$ cat src/sv/clr_pkg.sv
// Shared types and constants for the clamped line rasterizer.
// No dependencies; every other file of the block imports this package.
`timescale 1ns / 1ps
`default_nettype none

package clr_pkg;

  // Field widths fixed by the command and pixel formats.
  localparam int IN_W     = 10;
  localparam int COORD_W  = 6;
  localparam int COLOUR_W = 16;

  // Doubled deltas reach 2 * 63, and the error term stays within +/- 2 * 126.
  localparam int DELTA2_W = COORD_W + 1;
  localparam int ERR_W    = DELTA2_W + 3;

  // Default display size.
  localparam int DEF_COLUMNS = 64;
  localparam int DEF_ROWS    = 64;

  // Depth of the queue between setup and walker.
  localparam int QUEUE_DEPTH = 2;

  // One line, prepared for the walker: start point, step signs, major axis,
  // doubled deltas, initial error and the number of steps after the first pixel.
  typedef struct packed {
    logic [COORD_W-1:0]  x;
    logic [COORD_W-1:0]  y;
    logic                sx_neg;
    logic                sy_neg;
    logic                x_major;
    logic [DELTA2_W-1:0] dx2;
    logic [DELTA2_W-1:0] dy2;
    logic [ERR_W-1:0]    err;
    logic [COORD_W-1:0]  count;
    logic [COLOUR_W-1:0] colour;
  } clr_cmd_t;

endpackage

`default_nettype wire

$ cat src/sv/clamped_line_rasterizer_core.sv
// Top level of the clamped line rasterizer: front end, line queue, walker.
// Depends on clr_pkg, clr_front, clr_queue, clr_back and clr_core.
//
// Input channel: a line request (start_x, start_y, end_x, end_y, colour_word)
// is taken at a clock edge with push high and full low. Endpoints are signed
// and clamped to the display on each axis before drawing.
// Output channel: while empty is low, one pixel write is on pixel_x, pixel_y,
// pixel_colour and last_pixel; it is taken at an edge with pop high. Pixels
// come in drawing order, and last_pixel marks the final one of each line.
// Path: a taken request is clamped into a register at the accepting edge,
// then written to the queue, loaded into the walker and written to the
// output register.
// Throughput: the walker emits one pixel per cycle while the receiver keeps
// taking pixels, and loads each line before it walks it. The front end
// prepares the next line meanwhile, and the two-entry queue lets requests
// keep arriving while a long line is walked.
// Reset (rst, synchronous) empties the queue and the output register.
// When the receiver stalls, the pixel holds on the outputs, the walker
// waits, and once queue and clamp register fill, full holds off requests.
`timescale 1ns / 1ps
`default_nettype none

module clamped_line_rasterizer_core #(
  parameter int DISPLAY_COLUMNS = clr_pkg::DEF_COLUMNS,
  parameter int DISPLAY_ROWS    = clr_pkg::DEF_ROWS
) (
  input  wire                                 clk,
  input  wire                                 rst,
  input  wire                                 push,
  output logic                                full,
  input  wire  signed [clr_pkg::IN_W-1:0]     start_x,
  input  wire  signed [clr_pkg::IN_W-1:0]     start_y,
  input  wire  signed [clr_pkg::IN_W-1:0]     end_x,
  input  wire  signed [clr_pkg::IN_W-1:0]     end_y,
  input  wire         [clr_pkg::COLOUR_W-1:0] colour_word,
  output logic                                empty,
  input  wire                                 pop,
  output logic        [clr_pkg::COORD_W-1:0]  pixel_x,
  output logic        [clr_pkg::COORD_W-1:0]  pixel_y,
  output logic        [clr_pkg::COLOUR_W-1:0] pixel_colour,
  output logic                                last_pixel
);
  import clr_pkg::*;

  clr_cmd_t   front_cmd;
  clr_cmd_t   queue_cmd;
  logic       q_push, q_full, q_pop, q_empty;

  // Clamp and set up each request.
  clr_front #(
    .DISPLAY_COLUMNS(DISPLAY_COLUMNS),
    .DISPLAY_ROWS   (DISPLAY_ROWS)
  ) u_front (
    .clk        (clk),
    .rst        (rst),
    .push       (push),
    .full       (full),
    .start_x    (start_x),
    .start_y    (start_y),
    .end_x      (end_x),
    .end_y      (end_y),
    .colour_word(colour_word),
    .q_push     (q_push),
    .q_full     (q_full),
    .cmd        (front_cmd)
  );

  // Prepared lines waiting for the walker.
  clr_queue #(
    .DEPTH(QUEUE_DEPTH)
  ) u_queue (
    .clk  (clk),
    .rst  (rst),
    .push (q_push),
    .wdata(front_cmd),
    .full (q_full),
    .pop  (q_pop),
    .rdata(queue_cmd),
    .empty(q_empty)
  );

  // Queue occupancy checks.
  clr_core u_track (
    .clk   (clk),
    .rst   (rst),
    .q_push(q_push),
    .q_pop (q_pop)
  );

  // Walk each line into the pixel output register.
  clr_back #(
    .DISPLAY_COLUMNS(DISPLAY_COLUMNS),
    .DISPLAY_ROWS   (DISPLAY_ROWS)
  ) u_back (
    .clk         (clk),
    .rst         (rst),
    .q_empty     (q_empty),
    .q_pop       (q_pop),
    .cmd         (queue_cmd),
    .empty       (empty),
    .pop         (pop),
    .pixel_x     (pixel_x),
    .pixel_y     (pixel_y),
    .pixel_colour(pixel_colour),
    .last_pixel  (last_pixel)
  );

endmodule

`default_nettype wire

$ cat src/sv/clr_front.sv
// Command front end: takes a line request, clamps both endpoints and
// prepares the walker setup. Depends on clr_pkg.
`timescale 1ns / 1ps
`default_nettype none

module clr_front #(
  parameter int DISPLAY_COLUMNS = clr_pkg::DEF_COLUMNS,
  parameter int DISPLAY_ROWS    = clr_pkg::DEF_ROWS
) (
  input  wire                                clk,
  input  wire                                rst,
  input  wire                                push,
  output logic                               full,
  input  wire  signed [clr_pkg::IN_W-1:0]    start_x,
  input  wire  signed [clr_pkg::IN_W-1:0]    start_y,
  input  wire  signed [clr_pkg::IN_W-1:0]    end_x,
  input  wire  signed [clr_pkg::IN_W-1:0]    end_y,
  input  wire         [clr_pkg::COLOUR_W-1:0] colour_word,
  output logic                               q_push,
  input  wire                                q_full,
  output clr_pkg::clr_cmd_t                  cmd
);
  import clr_pkg::*;

  localparam logic signed [IN_W-1:0] X_MAX = IN_W'(DISPLAY_COLUMNS - 1);
  localparam logic signed [IN_W-1:0] Y_MAX = IN_W'(DISPLAY_ROWS - 1);

  function automatic logic [COORD_W-1:0] clamp(input logic signed [IN_W-1:0] v,
                                               input logic signed [IN_W-1:0] hi);
    logic [COORD_W-1:0] r;
    if (v < 0) begin
      r = '0;
    end else if (v > hi) begin
      r = hi[COORD_W-1:0];
    end else begin
      r = v[COORD_W-1:0];
    end
    return r;
  endfunction

  logic                cv;
  logic [COORD_W-1:0]  xa, ya, xb, yb;
  logic [COLOUR_W-1:0] colour;
  logic                accept;

  // The clamped request moves on as soon as the queue has room.
  assign q_push = cv && !q_full;
  assign full   = cv && q_full;
  assign accept = push && !full;

  always_ff @(posedge clk) begin
    if (rst) begin
      cv <= 1'b0;
    end else if (accept) begin
      cv <= 1'b1;
    end else if (q_push) begin
      cv <= 1'b0;
    end
  end

  // Clamp each endpoint to the display on each axis.
  always_ff @(posedge clk) begin
    if (accept) begin
      xa     <= clamp(start_x, X_MAX);
      ya     <= clamp(start_y, Y_MAX);
      xb     <= clamp(end_x, X_MAX);
      yb     <= clamp(end_y, Y_MAX);
      colour <= colour_word;
    end
  end

  logic               vertical, horizontal, x_major;
  logic               xb_lt, yb_lt;
  logic [COORD_W-1:0] adx, ady;

  // Classify the line and derive the walker setup. Axis-aligned lines are
  // walked from their low end with a zero minor delta.
  always_comb begin
    vertical   = (xa == xb);
    horizontal = !vertical && (ya == yb);
    xb_lt      = (xb < xa);
    yb_lt      = (yb < ya);
    adx        = xb_lt ? (xa - xb) : (xb - xa);
    ady        = yb_lt ? (ya - yb) : (yb - ya);
    x_major    = (adx > ady);

    cmd.x       = (horizontal && xb_lt) ? xb : xa;
    cmd.y       = (vertical && yb_lt) ? yb : ya;
    cmd.sx_neg  = !horizontal && xb_lt;
    cmd.sy_neg  = !vertical && yb_lt;
    cmd.x_major = x_major;
    cmd.dx2     = {adx, 1'b0};
    cmd.dy2     = {ady, 1'b0};
    cmd.err     = x_major ? (ERR_W'({ady, 1'b0}) - ERR_W'(adx))
                          : (ERR_W'({adx, 1'b0}) - ERR_W'(ady));
    cmd.count   = x_major ? adx : ady;
    cmd.colour  = colour;
  end

endmodule

`default_nettype wire

$ cat src/sv/clr_queue.sv
// Small register queue of prepared lines between setup and walker.
// Depends on clr_pkg for the entry type.
`timescale 1ns / 1ps
`default_nettype none

module clr_queue #(
  parameter int DEPTH = clr_pkg::QUEUE_DEPTH
) (
  input  wire                clk,
  input  wire                rst,
  input  wire                push,
  input  clr_pkg::clr_cmd_t  wdata,
  output logic               full,
  input  wire                pop,
  output clr_pkg::clr_cmd_t  rdata,
  output logic               empty
);
  import clr_pkg::*;

  localparam int PTR_W = (DEPTH > 1) ? $clog2(DEPTH) : 1;
  localparam int CNT_W = $clog2(DEPTH + 1);

  clr_cmd_t           entries [DEPTH];
  logic [PTR_W-1:0]   wr_ptr, rd_ptr;
  logic [CNT_W-1:0]   fill;
  logic               do_push, do_pop;

  assign full    = (fill == CNT_W'(DEPTH));
  assign empty   = (fill == '0);
  assign do_push = push && !full;
  assign do_pop  = pop && !empty;
  assign rdata   = entries[rd_ptr];

  function automatic logic [PTR_W-1:0] wrap_inc(input logic [PTR_W-1:0] p);
    return (p == PTR_W'(DEPTH - 1)) ? '0 : p + 1'b1;
  endfunction

  // Pointers and fill level.
  always_ff @(posedge clk) begin
    if (rst) begin
      wr_ptr <= '0;
      rd_ptr <= '0;
      fill   <= '0;
    end else begin
      if (do_push) begin
        wr_ptr <= wrap_inc(wr_ptr);
      end
      if (do_pop) begin
        rd_ptr <= wrap_inc(rd_ptr);
      end
      if (do_push && !do_pop) begin
        fill <= fill + 1'b1;
      end else if (do_pop && !do_push) begin
        fill <= fill - 1'b1;
      end
    end
  end

  // Entry storage.
  always_ff @(posedge clk) begin
    if (do_push) begin
      entries[wr_ptr] <= wdata;
    end
  end

endmodule

`default_nettype wire

$ cat src/sv/clr_back.sv
// Line walker: steps one prepared line a pixel per cycle, while the
// receiver keeps taking pixels, into an output register. Depends on clr_pkg.
`timescale 1ns / 1ps
`default_nettype none

module clr_back #(
  parameter int DISPLAY_COLUMNS = clr_pkg::DEF_COLUMNS,
  parameter int DISPLAY_ROWS    = clr_pkg::DEF_ROWS
) (
  input  wire                            clk,
  input  wire                            rst,
  input  wire                            q_empty,
  output logic                           q_pop,
  input  clr_pkg::clr_cmd_t              cmd,
  output logic                           empty,
  input  wire                            pop,
  output logic [clr_pkg::COORD_W-1:0]    pixel_x,
  output logic [clr_pkg::COORD_W-1:0]    pixel_y,
  output logic [clr_pkg::COLOUR_W-1:0]   pixel_colour,
  output logic                           last_pixel
);
  import clr_pkg::*;

  logic                busy;
  logic                out_valid;
  clr_cmd_t            cur;
  logic                advance;
  logic                minor_step;
  logic                x_step, y_step;
  logic [ERR_W-1:0]    err_adj;
  logic [ERR_W-1:0]    err_next;
  logic [COORD_W-1:0]  x_next, y_next;

  assign empty   = !out_valid;
  assign q_pop   = !busy && !q_empty;
  assign advance = busy && (!out_valid || pop);

  // One Bresenham step: the major axis always moves, the minor axis moves
  // when the error term is not negative.
  always_comb begin
    minor_step = !cur.err[ERR_W-1];
    if (cur.x_major) begin
      err_adj  = minor_step ? (cur.err - ERR_W'(cur.dx2)) : cur.err;
      err_next = err_adj + ERR_W'(cur.dy2);
    end else begin
      err_adj  = minor_step ? (cur.err - ERR_W'(cur.dy2)) : cur.err;
      err_next = err_adj + ERR_W'(cur.dx2);
    end
    x_step = cur.x_major || minor_step;
    y_step = !cur.x_major || minor_step;
    x_next = x_step ? (cur.sx_neg ? cur.x - 1'b1 : cur.x + 1'b1) : cur.x;
    y_next = y_step ? (cur.sy_neg ? cur.y - 1'b1 : cur.y + 1'b1) : cur.y;
  end

  // Walker control: load a line when idle, drop busy after its last pixel.
  always_ff @(posedge clk) begin
    if (rst) begin
      busy <= 1'b0;
    end else if (q_pop) begin
      busy <= 1'b1;
    end else if (advance && (cur.count == '0)) begin
      busy <= 1'b0;
    end
  end

  // Walker datapath.
  always_ff @(posedge clk) begin
    if (q_pop) begin
      cur <= cmd;
    end else if (advance) begin
      cur.x     <= x_next;
      cur.y     <= y_next;
      cur.err   <= err_next;
      cur.count <= cur.count - 1'b1;
    end
  end

  // Output register valid flag.
  always_ff @(posedge clk) begin
    if (rst) begin
      out_valid <= 1'b0;
    end else if (advance) begin
      out_valid <= 1'b1;
    end else if (pop) begin
      out_valid <= 1'b0;
    end
  end

  // Output register payload.
  always_ff @(posedge clk) begin
    if (advance) begin
      pixel_x      <= cur.x;
      pixel_y      <= cur.y;
      pixel_colour <= cur.colour;
      last_pixel   <= (cur.count == '0);
    end
  end

  // A line ends right after its final pixel is written out.
  a_last_ends: assert property (@(posedge clk) disable iff (rst)
    (advance && (cur.count == '0)) |=> !busy)
    else $error("walker still busy after the last pixel");

  // Each emitted pixel before the last takes exactly one step off the count.
  a_count_steps: assert property (@(posedge clk) disable iff (rst)
    (advance && (cur.count != '0)) |=>
      (busy && (cur.count == COORD_W'($past(cur.count) - 1'b1))))
    else $error("step count did not advance by one");

  // While the walker is stalled it stays busy and its step count holds.
  a_load_idle: assert property (@(posedge clk) disable iff (rst)
    (busy && !advance) |=> (busy && $stable(cur.count)))
    else $error("walker state changed while stalled");

  // Every pixel written into an empty output register lies on the display.
  a_on_display: assert property (@(posedge clk) disable iff (rst)
    (advance && !out_valid) |=> ((int'(pixel_x) < DISPLAY_COLUMNS) &&
                                 (int'(pixel_y) < DISPLAY_ROWS)))
    else $error("pixel outside the display");

endmodule

`default_nettype wire

$ cat src/sv/clr_core.sv
// Occupancy checker for the queue of prepared lines between setup and walker.
// Depends on clr_pkg for the queue depth.
`timescale 1ns / 1ps
`default_nettype none

module clr_core (
  input  wire clk,
  input  wire rst,
  input  wire q_push,
  input  wire q_pop
);
  import clr_pkg::*;

  localparam int CNT_W = $clog2(QUEUE_DEPTH + 1);

  logic [CNT_W-1:0] in_flight;

  // Number of prepared lines that have entered the queue but not left it.
  always_ff @(posedge clk) begin
    if (rst) begin
      in_flight <= '0;
    end else if (q_push && !q_pop) begin
      in_flight <= in_flight + 1'b1;
    end else if (q_pop && !q_push) begin
      in_flight <= in_flight - 1'b1;
    end
  end

  a_queue_bound: assert property (@(posedge clk) disable iff (rst)
    (int'(in_flight) <= QUEUE_DEPTH))
    else $error("more lines in flight than the queue holds");

  a_no_underflow: assert property (@(posedge clk) disable iff (rst)
    (in_flight == '0) |-> !(q_pop && !q_push))
    else $error("line taken from an empty queue");

  a_push_counts: assert property (@(posedge clk) disable iff (rst)
    (q_push && !q_pop) |=> (in_flight == CNT_W'($past(in_flight) + 1'b1)))
    else $error("push not counted");

endmodule

`default_nettype wire
$ cat config.mk
export PLATFORM = sky130hd
export DESIGN_NAME = clamped_line_rasterizer_core
export DESIGN_NICKNAME = d
export VERILOG_FILES = /design/src/sv/clr_pkg.sv /design/src/sv/clamped_line_rasterizer_core.sv /design/src/sv/clr_front.sv /design/src/sv/clr_queue.sv /design/src/sv/clr_back.sv /design/src/sv/clr_core.sv
export SDC_FILE = /design/constraint.sdc
export NUM_CORES = 1
export LEC_CHECK = 0
export BUFFER_PORTS_ARGS = -buffer_cell sky130_fd_sc_hd__buf_4
export CAP_MARGIN = 10
export CORE_ASPECT_RATIO = 1.75
export CORE_MARGIN = 1.5
export CORE_UTILIZATION = 35
export CTS_CLUSTER_SIZE = 10
export DETAILED_ROUTE_END_ITERATION = 8
export PLACE_DENSITY = 0.59
export REMOVE_ABC_BUFFERS = 1
export SLEW_MARGIN = 20
export SYNTH_ARGS = -nofsm -noshare
export SYNTH_HDL_FRONTEND = slang
export SYNTH_SLANG_ARGS = --single-unit
$ cat constraint.sdc
create_clock -name clk -period 8.7 [get_ports clk]
set_input_delay 1.74 -clock clk [delete_from_list [all_inputs] [get_ports clk]]
set_output_delay 1.74 -clock clk [all_outputs]
set_load 0.02 [all_outputs]
==> Word-level counts from Yosys, hierarchy flattened <==
Memory sizes are Yosys's and may differ from the RTL's. A register that Yosys moved wholly into a read port is not among the register bits.
Index checks and enable logic that the tools add are counted.
{ "totals": {"ram_bits": 118, "word_cells": 134, "out_inout_bits": 31, "regBits": 137, "inputBits": 60, "mem_count": 1} }
{ "mem_list": {"columns": ["memory", "words", "word_bits", "rd", "rd_ports_with_merged_regs", "wr", "line", "text"], "rows": [
  ["u_queue.entries", 2, 59, 1, 1, 1, "clr_queue.sv:23", "clr_cmd_t entries [DEPTH];"]
]} }
{ "op_classes": {"n_addsub": 19, "n_lt_le_gt_ge": 11, "muxes": 35, "n_eq_ne": 3, "reduce_logical": 40} }
{ "ops": {"columns": ["op", "count"], "rows": [
  ["$mux 6", 13],
  ["$gt 10x7->1 const B", 4],
  ["$lt 10x1->1 const B", 4],
  ["$mux 10", 4],
  ["$mux 16", 2],
  ["$mux 12", 2],
  ["$sub 6x6->6", 4],
  ["$add 10x7->10", 2],
  ["$sub 10x7->10", 2],
  ["$sub 6x1->6 const B", 3],
  ["$sub 7x6->8", 2],
  ["$logic_and 1x1->1", 15],
  ["$reduce_bool 2->1", 7],
  ["$add 6x1->6 const B", 2],
  ["$eq 6x6->1", 2],
  ["$lt 6x6->1", 2],
  ["$mux 1", 12],
  ["$logic_not 1->1", 11],
  ["$gt 6x6->1", 1],
  ["$logic_not 6->1", 1],
  ["$mux 2", 2],
  ["$reduce_and 2->1", 2],
  ["$logic_or 1x1->1", 3],
  ["$add 1x1->1 const B", 2],
  ["other kinds (4)", 4]
]} }

==> Depth between registers and ports, before layout <==
{ "logic_depth": {"depth_word": 8, "mapped_depth": 20, "mapped_depth_nobuf": 19} }

==> Modules after synthesis <==
From an unflattened synthesis, not the netlist that was laid out.
{ "hier_totals": {"hier_cells": 1050, "hier_area_um2": 13176.4} }
{ "modules_own_cells": {"columns": ["mod", "instances", "cells_per_inst", "seq_area_each_um2", "area_per_inst_um2"], "rows": [
  ["clr_back", 1, 443, 2742.6, 5044.8],
  ["clr_queue", 1, 215, 3763.6, 4603.2],
  ["clr_front", 1, 392, 1221.2, 3528.4]
]} }

==> Worst setup path before layout <==
No wires, ideal clock.
{ "synth_path": {"path_kind": "reg-to-reg", "start": "register u_front.xb[0]", "end": "memory u_queue.entries[0][27] (netlist name), data pin", "slack_ns": 4.422, "path_buffers": 1, "arrival_ns": 4.006, "synth_period_minus_slack_ns": 4.278, "setup_ns": 0.272, "t_required_ns": 8.428, "stages_incl_launch_ff": 18, "path_cell_list": "edfxtp_1 inv_1 ha_1 inv_1 fa_1 a21o_4 a2111oi_0 nor4b_1 o311a_1 o311a_1 a21o_1 ha_1 nand4_1 a21oi_1 mux2i_1 a22o_1 buf_1 o21ai_1"} }
{ "synth_lines": {"columns": ["element", "line", "text"], "rows": [
  ["start: declaration", "clr_front.sv:42", "logic [COORD_W-1:0] xa, ya, xb, yb;"],
  ["start signal: assignment", "clr_front.sv:66", "xb <= clamp(end_x, X_MAX);"],
  ["end: declaration", "clr_queue.sv:23", null]
]} }

==> results by group <==
Run status
  • Run status: completed

Global routing
  • Pin count of the biggest net entering global routing: 64
  • Gr ovfl total: 0
  • GRT Util Overall: 14.2%
  • Number of global-route vias before repair: 8452
  • Number of antenna violations at the first check in global routing: 0
  • First-pass GRT wire length: 41900 um

Placed design
  • Post-detailed-placement half-perimeter wirelength: 19200 um
  • Final GP Congestion: 0.872
  • Port bufs: 90
  • Placed cell areas: 13800 um^2
  • Count of placed standard cells including taps: 1564

Logic synthesis
  • Ys flop type: edfxtp_1
  • Area share of fa/ha/maj cells after synthesis: 8.98%
  • Post-synthesis mux area share: 5.11%
  • Synthesized area divided by synthesized cell count: 12.2 um^2
  • Yosys warns: 0
  • Post-synth EDFFs: 239
  • Synth Area in XOR/XNOR: 3.61%
  • Main combinational cell family by area after synthesis: compound AO/OA/AOI/OAI gates
  • Area fraction in and, or, nand and nor cells after synthesis: 9.05%
  • Asr flop ratio synth: 0%
  • Compound-gate portion of the synthesized area: 11.3%
  • Post-Synthesis Cell Area: 12600 um^2
  • Count of unique library cells instantiated by Yosys: 74
  • Fraction of the yosys area taken by sequential cells: 58.1%
  • Instance count of the mapped netlist: 1035
  • Post-synthesis sequential element count: 247

Timing
  • Setup skew after layout: 0.0155 ns
  • Final setup violating endpoints: 0
  • Max Transition Viols Final: 0
  • Final worst-path cycle share: 59.5%
  • Fin crit period: 5.18 ns
  • Tightest Pin Transition: 0.946 ns
  • Number of failing hold endpoints at the final stage: 0
  • Max transition margin: 36.3%
  • Peak clock frequency supported by timing: 193 MHz
  • Sum of negative setup slack: 0 ns
  • RSZ-0062 raised after global routing: no

Clock tree
  • Cell at the root of the clock tree: clkbuf_16
  • Number of buffers created by CTS: 28
  • Post_cts resized: 0
  • Maximum buffer depth of the clock tree: 3
  • Clock latency of the later-clocked register in the worst-skew pair: 0.56 ns
  • Sinks on the clock net: 247
  • Post-CTS Setup Bufs: 0
  • H-tree Lvls: 1
  • CTS tree: yes
  • CTS Hold Bufs: 0
  • Clk pin slew, worst setup/hold paths: 0.06 ns

Floorplanning
  • Starting utilization of the core area: 35.6%
  • Core Box Area: 35400 um^2
  • Die height: 254 um
  • Top Ports: 91
  • Total Die Area: 37300 um^2
  • Std cell rows: 91
  • X dimension of the die: 147 um

Setup path
  • Worst endpoint data arrival time: 5.46 ns
  • Maximum fanout count along the critical path: 23
  • Category of the worst setup path capture point: flip-flop
  • Setup crit start kind: flip-flop
  • Crit Path Class: reg2reg
  • Critical Path RT: 8.99 ns

Routing
  • Antenna-violating nets left: 0
  • TritonRoute pass-1 iters: 5
  • Number of vias after detailed routing: 7965
  • Detailed-route DRC error count: 0
  • Vias per cell: 4.95
  • Violation count after the first detailed-routing iteration: 265
  • WL per Instance: 16.3 um
  • WL final: 26300 um

Run
  • Maxcap violations: 0

Min path
  • Hold Path Class: reg2reg

Final layout
  • Synthesis-to-layout area growth: 15.7%
  • Post-route standard cell area excluding fillers: 14600 um^2
  • Antenna diode count: 0
  • Non-filler instance count after layout: 1609
  • Final core utilization: 41.2%
  • Fill cell count: 3352
  • Ratio of cells with drive above 1 in the final layout: 15.9%
  • Layout net count: 1271

Power
  • Overall power of the completed layout: 5480 uW
  • Leak: 0.00562 uW
  • Power density over the cells: 375 nW/um^2
  • Peak supply drop: 0.221 mV
## cell usage in the layout (no fill, tap or decap), types with 5 or more instances in the layout
| master | count |
|---|---|
| nor3_1 | 11 |
| edfxtp_1 | 239 |
| o21bai_1 | 7 |
| dfxtp_1 | 7 |
| xnor2_1 | 34 |
| a211oi_1 | 20 |
| inv_1 | 87 |
| clkbuf_1 | 15 |
| o21ai_1 | 8 |
| nand3_1 | 11 |
| nand2b_1 | 8 |
| and2_1 | 9 |
| mux2i_1 | 25 |
| a21oi_1 | 61 |
| clkbuf_16 | 28 |
| inv_2 | 6 |
| buf_4 | 97 |
| fa_1 | 10 |
| o21ai_0 | 41 |
| o21a_1 | 6 |
| o31ai_1 | 5 |
| nand2_1 | 57 |
| or3_1 | 8 |
| nor2b_1 | 19 |
| a21o_1 | 18 |
| mux2_2 | 32 |
| ha_1 | 72 |
| xor2_1 | 18 |
| nor2_1 | 100 |
## through the flow
stage	setup WS, ns	hold WS, ns
floorplan	4.08	0.400
global placement	3.60	0.401
detailed placement	3.52	0.406
CTS	3.51	0.415
global route	3.14	0.416
finish	3.52	0.412
## power by group
part	internal [uW]	total, uW	switching [uW]
Clock	593	1030	438
Combinational	1030	2500	1460
Sequential	1800	1950	155
## cell usage after synthesis (5+ instances only)
library cell | number | area (um^2)
edfxtp_1 | 239 | 7180
nor2_1 | 101 | 379
inv_1 | 88 | 330
ha_1 | 72 | 901
a21oi_1 | 61 | 305
nand2_1 | 57 | 214
o21ai_0 | 41 | 205
xnor2_1 | 34 | 298
mux2_2 | 32 | 360
mux2i_1 | 25 | 250
clkbuf_1 | 22 | 82.6
a211oi_1 | 20 | 150
nor2b_1 | 20 | 125
a21o_1 | 18 | 135
xor2_1 | 18 | 158
nand3_1 | 11 | 55.1
nor3_1 | 11 | 55.1
fa_1 | 10 | 200
and2_1 | 9 | 56.3
dfxtp_1 | 8 | 160
nand2b_1 | 8 | 50.1
o21ai_1 | 8 | 40.0
or3_1 | 8 | 50.1
o21bai_1 | 7 | 52.6
o21a_1 | 6 | 45.0
and3_1 | 5 | 31.3
buf_1 | 5 | 18.8
buf_2 | 5 | 25.0
inv_2 | 5 | 18.8
o31ai_1 | 5 | 37.5
## sequential cells by signal, summed over array words and instances, names as in the netlist, 16 cells and up, named ones only
name,flops
u_queue.entries,112
u_front.colour,16
u_back.pixel_colour,16
u_back.cur,58
## worst paths after layout
path | cells after the start | to | from | slack (ns)
hold reg to reg | 0 | u_back.pixel_colour[2] | u_back.cur[2] | 0.41
setup reg to reg | 16 | u_queue.entries[1][23] | u_front.xb[0] | 3.52
setup / recovery | 16 | u_queue.entries[1][23] | u_front.xb[0] | 3.52
hold / removal | 0 | u_back.pixel_colour[2] | u_back.cur[2] | 0.41
## per-layer routing
metal / share of wire (%) / routed length (um) / global-route usage (%)
met5: 0 / 0 / 0
met4: 3.6 / 935 / 6.46
met1: 36 / 9500 / 13.9
met2: 57 / 15000 / 29.1
met3: 3.1 / 817 / 1.68
## kinds of logic after synthesis
family	Yosys count
multiplexers	60
AO/OA/AOI/OAI	217
buffers and inverters	127
adder cells (fa/ha/maj)	85
XOR/XNOR	52
AND/OR/NAND/NOR	247
flip-flops	247
## worst max-delay path: stages (launching register included)
cell	delay [ns]
edfxtp_1	0.41
inv_1	0.08
ha_1	0.16
inv_1	0.07
fa_1	0.46
a21o_4	0.27
a2111oi_0	0.37
nor4b_1	0.15
o311a_1	0.40
o311a_1	0.36
a21o_1	0.23
ha_1	0.32
nand4_1	0.12
a21oi_1	0.17
mux2i_1	0.21
a22o_1	0.74
mux2_1	0.40
## layout make-up
type / instances / area (um^2) / area share (%)
flip-flops and latches: 247 / 7340 / 50.2
multi-input cells: 661 / 4810 / 33.0
clock buffers: 43 / 757 / 5.18
repair buffers: 97 / 728 / 4.99
well taps: 465 / 582 / 3.98
inverters: 94 / 354 / 2.42
clock inverters: 2 / 33.8 / 0.231
Note: power is estimated with default switching activity, not from simulation.
